**src/design/bdq_pkg.sv**
```systemverilog
// ----------------------------------------------------------------------------
// bdq_pkg
// shared types and field layout for the bounded deque with delete by value
// ----------------------------------------------------------------------------
package bdq_pkg;

	// input beat fields
	localparam int OP_W  = 4;
	localparam int VAL_W = 32;
	localparam int CNT_W = 7;

	// result beat fields
	localparam int STAT_W = 3;
	localparam int OCC_W  = 7;

	localparam int S_TDATA_W = 48;
	localparam int M_TDATA_W = 48;

	localparam int S_USED_W   = OP_W + VAL_W + CNT_W;
	localparam int M_USED_W   = STAT_W + VAL_W + OCC_W;
	localparam int M_DATA_LSB = STAT_W;
	localparam int M_OCC_LSB  = STAT_W + VAL_W;

	typedef enum logic [OP_W-1:0] {
		OP_INS_HEAD   = 4'd0,
		OP_INS_TAIL   = 4'd1,
		OP_DEL_HEAD   = 4'd2,
		OP_DEL_TAIL   = 4'd3,
		OP_DEL_HEAD_N = 4'd4,
		OP_DEL_TAIL_N = 4'd5,
		OP_PEEK_HEAD  = 4'd6,
		OP_PEEK_TAIL  = 4'd7,
		OP_DEL_VALUE  = 4'd8
	} op_t;

	typedef enum logic [STAT_W-1:0] {
		STAT_OK        = 3'd0,
		STAT_EMPTY     = 3'd1,
		STAT_NOT_FOUND = 3'd2,
		STAT_COUNT     = 3'd3,
		STAT_FULL      = 3'd4
	} status_t;

	typedef enum logic [2:0] {
		ST_IDLE,
		ST_PEEK,
		ST_SCAN,
		ST_SHIFT,
		ST_OUT
	} state_t;

endpackage

```
**src/design/bdq_ram.sv**
```systemverilog
// ----------------------------------------------------------------------------
// bdq_ram
// entry store: one write port, one read port, registered read data
// ----------------------------------------------------------------------------
module bdq_ram #(
	parameter int DEPTH = 64,
	localparam int AW = $clog2(DEPTH)
) (
	input  logic                      clk,
	input  logic                      we,
	input  logic [AW-1:0]             waddr,
	input  logic [bdq_pkg::VAL_W-1:0] wdata,
	input  logic [AW-1:0]             raddr,
	output logic [bdq_pkg::VAL_W-1:0] rdata
);
	import bdq_pkg::*;

	logic [VAL_W-1:0] mem [DEPTH];

	always_ff @(posedge clk) begin
		if (we) begin
			mem[waddr] <= wdata;
		end
	end

	// read before write on the same address
	always_ff @(posedge clk) begin
		rdata <= mem[raddr];
	end

endmodule

```
**src/design/bounded_deque_with_value_delete.sv**
```systemverilog
// ----------------------------------------------------------------------------
// bounded_deque_with_value_delete
// double-ended queue of up to DEPTH signed 32-bit values in a circular store
// ----------------------------------------------------------------------------
// flow: insert, delete at an end and bulk delete pass from accept straight to
//   the result stage, peek reads the entry first (not on an empty queue), and
//   delete by value scans from the head, then shifts the later entries up
// throughput: one item at a time; delete by value walks the store one entry a
//   cycle through the single read port of the entry memory
// reset: head slot and occupancy clear at once, no clearing pass of the store
// ----------------------------------------------------------------------------
module bounded_deque_with_value_delete #(
	parameter int DEPTH = 64
) (
	input  logic                          clk,
	input  logic                          arst_n,
	// operation [3:0], value [35:4], count [42:36], zero fill [47:43]
	input  logic                          s_tvalid,
	output logic                          s_tready,
	input  logic [bdq_pkg::S_TDATA_W-1:0] s_tdata,
	// status [2:0], data [34:3], occupancy [41:35], zero fill [47:42]
	output logic                          m_tvalid,
	input  logic                          m_tready,
	output logic [bdq_pkg::M_TDATA_W-1:0] m_tdata
);
	import bdq_pkg::*;

	localparam int IW = $clog2(DEPTH);        // slot index
	localparam int CW = $clog2(DEPTH + 1);    // occupancy and position
	localparam int SW = IW + 1;               // slot sum before wrap
	localparam int KW = (CW > CNT_W) ? CW : CNT_W;

	// slot of a position counted from the head; base + off stays below 2*DEPTH
	function automatic logic [IW-1:0] slot_of(input logic [IW-1:0] base,
		input logic [SW-1:0] off);
		logic [SW-1:0] s;
		s = SW'(base) + off;
		if (s >= SW'(DEPTH)) begin
			s = s - SW'(DEPTH);
		end
		return s[IW-1:0];
	endfunction

	// control state
	state_t        state_q, state_d;
	logic [IW-1:0] front_q, front_d;
	logic [CW-1:0] count_q, count_d;

	// per-item working registers
	logic [CW-1:0]    pos_q, pos_d;       // position whose entry arrives this cycle
	logic [VAL_W-1:0] key_q, key_d;
	status_t          res_status_q, res_status_d;
	logic [VAL_W-1:0] res_data_q, res_data_d;

	// output register
	logic             m_tvalid_q;
	status_t          m_status_q;
	logic [VAL_W-1:0] m_data_q;
	logic [OCC_W-1:0] m_occ_q;
	logic             out_ld;

	// memory ports
	logic             mem_we;
	logic [IW-1:0]    mem_waddr;
	logic [VAL_W-1:0] mem_wdata;
	logic [IW-1:0]    mem_raddr;
	logic [VAL_W-1:0] rd_data;

	// input beat fields
	op_t              in_op;
	logic [VAL_W-1:0] in_val;
	logic [CNT_W-1:0] in_cnt;
	logic             accept;

	logic          empty, full, cnt_big, match, last, out_free;
	logic [CW-1:0] pos_nx;

	assign in_op  = op_t'(s_tdata[OP_W-1:0]);
	assign in_val = s_tdata[OP_W +: VAL_W];
	assign in_cnt = s_tdata[OP_W + VAL_W +: CNT_W];
	assign accept = s_tvalid && s_tready;

	assign empty    = (count_q == '0);
	assign full     = (count_q == CW'(DEPTH));
	assign cnt_big  = (KW'(in_cnt) > KW'(count_q));
	assign pos_nx   = pos_q + CW'(1);
	assign last     = (pos_nx == count_q);
	assign match    = (rd_data == key_q);
	assign out_free = !m_tvalid_q || m_tready;

	bdq_ram #(
		.DEPTH (DEPTH)
	) u_ram (
		.clk   (clk),
		.we    (mem_we),
		.waddr (mem_waddr),
		.wdata (mem_wdata),
		.raddr (mem_raddr),
		.rdata (rd_data)
	);

	// next state
	always_comb begin
		state_d = state_q;
		case (state_q)
			ST_IDLE: begin
				if (accept) begin
					case (in_op)
						OP_PEEK_HEAD, OP_PEEK_TAIL: state_d = empty ? ST_OUT : ST_PEEK;
						OP_DEL_VALUE:               state_d = empty ? ST_OUT : ST_SCAN;
						default:                    state_d = ST_OUT;
					endcase
				end
			end
			ST_PEEK: state_d = ST_OUT;
			ST_SCAN: begin
				if (last) begin
					state_d = ST_OUT;
				end else if (match) begin
					state_d = ST_SHIFT;
				end
			end
			ST_SHIFT: begin
				if (last) begin
					state_d = ST_OUT;
				end
			end
			ST_OUT: begin
				if (out_free) begin
					state_d = ST_IDLE;
				end
			end
			default: state_d = ST_IDLE;
		endcase
	end

	// datapath control and memory ports
	always_comb begin
		s_tready     = 1'b0;
		out_ld       = 1'b0;
		front_d      = front_q;
		count_d      = count_q;
		pos_d        = pos_q;
		key_d        = key_q;
		res_status_d = res_status_q;
		res_data_d   = res_data_q;
		mem_we       = 1'b0;
		// during the shift an entry moves up one place, towards the head
		mem_waddr    = slot_of(front_q, SW'(pos_q) - SW'(1));
		mem_wdata    = rd_data;
		// the walk always fetches the position after the one arriving
		mem_raddr    = slot_of(front_q, SW'(pos_nx));

		case (state_q)
			ST_IDLE: begin
				s_tready  = 1'b1;
				mem_raddr = front_q;
				if (accept) begin
					key_d        = in_val;
					pos_d        = '0;
					res_status_d = STAT_OK;
					res_data_d   = '0;
					case (in_op)
						OP_INS_HEAD: begin
							if (full) begin
								res_status_d = STAT_FULL;
							end else begin
								front_d   = (front_q == '0) ? IW'(DEPTH - 1) : front_q - IW'(1);
								mem_we    = 1'b1;
								mem_waddr = front_d;
								mem_wdata = in_val;
								count_d   = count_q + CW'(1);
							end
						end
						OP_INS_TAIL: begin
							if (full) begin
								res_status_d = STAT_FULL;
							end else begin
								mem_we    = 1'b1;
								mem_waddr = slot_of(front_q, SW'(count_q));
								mem_wdata = in_val;
								count_d   = count_q + CW'(1);
							end
						end
						OP_DEL_HEAD: begin
							if (empty) begin
								res_status_d = STAT_EMPTY;
							end else begin
								front_d = slot_of(front_q, SW'(1));
								count_d = count_q - CW'(1);
							end
						end
						OP_DEL_TAIL: begin
							if (empty) begin
								res_status_d = STAT_EMPTY;
							end else begin
								count_d = count_q - CW'(1);
							end
						end
						OP_DEL_HEAD_N: begin
							if (empty) begin
								res_status_d = STAT_EMPTY;
							end else if (cnt_big) begin
								res_status_d = STAT_COUNT;
							end else begin
								front_d = slot_of(front_q, SW'(in_cnt));
								count_d = count_q - CW'(in_cnt);
							end
						end
						OP_DEL_TAIL_N: begin
							if (empty) begin
								res_status_d = STAT_EMPTY;
							end else if (cnt_big) begin
								res_status_d = STAT_COUNT;
							end else begin
								count_d = count_q - CW'(in_cnt);
							end
						end
						OP_PEEK_HEAD, OP_DEL_VALUE: begin
							if (empty) begin
								res_status_d = STAT_EMPTY;
							end
						end
						OP_PEEK_TAIL: begin
							mem_raddr = slot_of(front_q, SW'(count_q - CW'(1)));
							if (empty) begin
								res_status_d = STAT_EMPTY;
							end
						end
						default: ;
					endcase
				end
			end
			ST_PEEK: begin
				res_data_d = rd_data;
			end
			ST_SCAN: begin
				if (match) begin
					// a hit on the tail entry needs no shift
					if (last) begin
						count_d = count_q - CW'(1);
					end else begin
						pos_d = pos_nx;
					end
				end else if (last) begin
					res_status_d = STAT_NOT_FOUND;
				end else begin
					pos_d = pos_nx;
				end
			end
			ST_SHIFT: begin
				mem_we = 1'b1;
				if (last) begin
					count_d = count_q - CW'(1);
				end else begin
					pos_d = pos_nx;
				end
			end
			ST_OUT: begin
				out_ld = out_free;
			end
			default: ;
		endcase
	end

	// control registers
	always_ff @(posedge clk or negedge arst_n) begin
		if (!arst_n) begin
			state_q    <= ST_IDLE;
			front_q    <= '0;
			count_q    <= '0;
			m_tvalid_q <= 1'b0;
		end else begin
			state_q <= state_d;
			front_q <= front_d;
			count_q <= count_d;
			if (out_ld) begin
				m_tvalid_q <= 1'b1;
			end else if (m_tready) begin
				m_tvalid_q <= 1'b0;
			end
		end
	end

	// payload registers
	always_ff @(posedge clk) begin
		pos_q        <= pos_d;
		key_q        <= key_d;
		res_status_q <= res_status_d;
		res_data_q   <= res_data_d;
		if (out_ld) begin
			m_status_q <= res_status_q;
			m_data_q   <= res_data_q;
			// occupancy is final once the item reaches the result stage
			m_occ_q    <= OCC_W'(count_q);
		end
	end

	assign m_tvalid = m_tvalid_q;
	assign m_tdata  = {{(M_TDATA_W - M_USED_W){1'b0}}, m_occ_q, m_data_q, m_status_q};

endmodule

```
**config.mk**
```make
export PLATFORM = sky130hd
export DESIGN_NAME = bounded_deque_with_value_delete
export DESIGN_NICKNAME = d
export VERILOG_FILES = /design/src/design/bdq_pkg.sv /design/src/design/bdq_ram.sv /design/src/design/bounded_deque_with_value_delete.sv
export SDC_FILE = /design/constraint.sdc
export NUM_CORES = 2
export LEC_CHECK = 0
export BUFFER_PORTS_ARGS = -buffer_cell sky130_fd_sc_hd__buf_4
export CELL_PAD_IN_SITES_DETAIL_PLACEMENT = 1
export CELL_PAD_IN_SITES_GLOBAL_PLACEMENT = 1
export CORE_ASPECT_RATIO = 0.75
export CORE_MARGIN = 10
export CORE_UTILIZATION = 35
export CTS_CLUSTER_DIAMETER = 100
export DETAILED_ROUTE_END_ITERATION = 6
export HOLD_SLACK_MARGIN = 0.1
export PLACE_DENSITY_LB_ADDON = 0.1
export SLEW_MARGIN = 10
export SYNTH_ARGS = -nofsm -noshare
export SYNTH_HDL_FRONTEND = slang
export SYNTH_SLANG_ARGS = --single-unit
export TNS_END_PERCENT = 20
```
**constraint.sdc**
```tcl
create_clock -name clk -period 6.58 [get_ports clk]
set_clock_uncertainty 0.15 [all_clocks]
set_input_delay 1.316 -clock clk [delete_from_list [all_inputs] [get_ports clk]]
set_output_delay 1.316 -clock clk [all_outputs]
set_load 0.01 [all_outputs]
```
==> flow_summary.yaml <==
setup_path:
  startpoint: "count_q[1]$_DFFE_PN0P_"
  path_class: "register to register"
  startpoint_type: "register"
  reg2reg_depth: 15
  r2r-start: "count_q[1]$_DFFE_PN0P_"
  ff2ff_setup_slack_ps: 1140
  cp-endpoint: "u_ram.rdata[7]$_DFF_P_"
  cp.arrival_ps: 6130
  cp_max_fo: 30
  worstPathRequired_ps: 7270
  r2r-end: "u_ram.rdata[7]$_DFF_P_"
  cp-end-kind: "register"
grt:
  grt_pass1_vias: 57567
  grt_pass1_wl_mm: 450
  antenna_found_initial: 37
  grt_overflow_total: 0
  grt_max_degree: 86
  grt_usage_pct: 22.5
synthesis:
  syn_inst: 6705
  synthArstFlopShare_pct: 0.768
  seq_area_frac_synth_pct: 74.0
  synth_edf_count: 2164
  avgSynthCellArea_um2: 13.3
  synth_cell_types: 84
  ys_warn_count: 0
  netlist_area_um2: 89300
  synth_seq_cells: 2213
  synth_flop_cell: "edfxtp_1"
floorplan:
  die_w_um: 603
  row_count: 160
  core_area_um2: 254000
  num_io_pins: 102
  die-area_um2: 276000
  dieHeight_um: 457
  start_util_pct: 35.2
clock_tree:
  cts_tree: "built"
  clk_pin_slew_ps: 60
  worstSkewPairLatency_ps: 920
  ctsResizeCount: 0
  cts_buffer_depth: 4
  ctsHtreeMaxLevel: 4
  cts_setup_buffers: 0
  cts_root_buffer: "clkbuf_16"
  clock-sinks: 2213
  cts_hold_buf: 1
  numCtsBuffers: 232
detailed_routing:
  drt_pre_antenna_iters: 6
  vias: 58654
  wl_per_cell_um: 30.3
  drt_wl_total_mm: 322
  vias_per_cell: 5.53
  dr.first_iter.drc_count: 6551
  drc: 0
  ant_nets: 0
outcome:
  outcome: "finished clean"
min_path:
  hold_path_class: "register to register"
timing:
  worst_pin_slew_ps: 1290
  tns_ps: 0
  fmax_mhz: 184
  finalCriticalPeriod_ps: 5440
  drv_slew: 0
  max-slew-margin-rel_pct: 14.3
  rsz0062_at_grt: "no"
  setup_viol: 0
  hold_viol_final: 0
  post-route-period-util_pct: 82.7
placement:
  hpwl_mm: 196
  gp_congestion: 0.817
  place.port_buffers: 90
flow_run:
  drv_cap: 0
layout:
  nets: 7106
  drive_gt1_share_pct: 12.9
  synthToLayoutAreaGrowth_pct: 16.3
cell families (layout without fill, tap and decap cells):
logic type,after synthesis,after routing,share of synthesized area [%]
AO/OA/AOI/OAI,812,812,5.94
XOR/XNOR,78,78,0.833
adder cells (fa/ha/maj),47,47,0.709
buffers and inverters,477,957,2.52
flip-flops,2213,2213,74.0
multiplexers,171,171,1.93
other,1,22,0.00420
AND/OR/NAND/NOR,2906,2906,14.1
cells in the final DEF, fill, tap and decap left out, drive strengths merged, types with 29 or more instances in the layout:
cell | netlist | routed
a21oi | 175 | 175
a221oi | 31 | 31
a31oi | 233 | 233
a32oi | 64 | 64
and2 | 40 | 40
and3 | 221 | 221
buf | 289 | 491
clkbuf | 140 | 326
clkinv | 1 | 79
dfxtp | 32 | 32
edfxtp | 2164 | 2164
ha | 41 | 41
inv | 47 | 52
mux2i | 162 | 162
nand2 | 1898 | 1898
nand3 | 448 | 448
nand4 | 29 | 29
nor2 | 137 | 137
nor3 | 29 | 29
nor4 | 41 | 41
o21ai | 70 | 70
o22ai | 113 | 113
xnor2 | 29 | 29
xor2 | 46 | 46
per-stage QoR:
step	std cells	setup WS (ps)	hold WS (ps)	cell area, µm²	utilization [%]
finish	10608	1140	252	104000	40.9
detailed placement	10174	730	256	96800	38.2
floorplan	6710	1060	250	89300	-
global route	10595	833	274	104000	40.9
CTS	10592	1160	260	104000	40.9
global placement	10173	185	257	96800	38.2
critical path, stage by stage (launching register included):
cell	delay [ps]
dfrtp_1	370
inv_1	170
ha_1	300
inv_1	100
fa_1	440
nand3_1	110
o21ai_2	90
o21ai_4	810
buf_12	320
buf_4	420
nand2_1	110
and3_1	190
a31oi_1	280
o22ai_1	380
nor4_1	790
a221o_1	260
final cells by class:
class | count | area, µm²
clock inverter | 91 | 669
multi-input combinational | 4020 | 21700
tap | 3402 | 4260
timing repair buffer | 492 | 4640
inverter | 48 | 180
antenna | 16 | 40.0
sequential | 2213 | 66000
clock buffer | 326 | 6310
fill | 25914 | 150000
flip-flops by register name, indices dropped and copies added, names as in the netlist:
signal and count:
u_ram.rdata 32, front_q 6, res_data_q 32, pos_q 7, res_status_q 3, m_tvalid 1
u_ram.mem 2048, m_data_q 32, m_occ_q 7, state_q 3, m_status_q 3, count_q 7
key_q 32
Yosys cell counts (63+ instances only):
cell	n	area, µm²
o22ai_1	113	707
clkbuf_1	140	526
and3_1	221	1380
nor2_1	135	507
a31oi_1	233	1460
mux2i_1	161	1610
buf_1	63	236
a21oi_1	175	876
edfxtp_1	2164	65000
buf_2	182	911
a32oi_1	64	561
nand3_1	447	2240
nand2_1	1897	7120
layer usage:
layer	GRT usage [%]	share of wire [%]	routed length (µm)
met1	35.5	49	157000
met2	32.0	42	134000
met3	3.93	7.2	23100
met4	4.85	2.2	7160
met5	0	0.013	41
worst min path at each step:
| stage | to | slack, ps | cells past startpoint | startpoint |
|---|---|---|---|---|
| after floorplan | m_data_q[0]$_DFFE_PP_ | 250 | 0 | res_data_q[0]$_SDFFCE_PN0P_ |
| after global placement | m_data_q[30]$_DFFE_PP_ | 260 | 0 | res_data_q[30]$_SDFFCE_PN0P_ |
| after detailed placement | m_data_q[7]$_DFFE_PP_ | 260 | 0 | res_data_q[7]$_SDFFCE_PN0P_ |
| after CTS | m_data_q[18]$_DFFE_PP_ | 260 | 0 | res_data_q[18]$_SDFFCE_PN0P_ |
| after global routing | m_data_q[18]$_DFFE_PP_ | 270 | 0 | res_data_q[18]$_SDFFCE_PN0P_ |
| final | m_data_q[18]$_DFFE_PP_ | 250 | 0 | res_data_q[18]$_SDFFCE_PN0P_ |
Power is left out: the tool's default activity adds up to more than one toggle a clock period on the data nets, which glitch-free logic cannot reach.
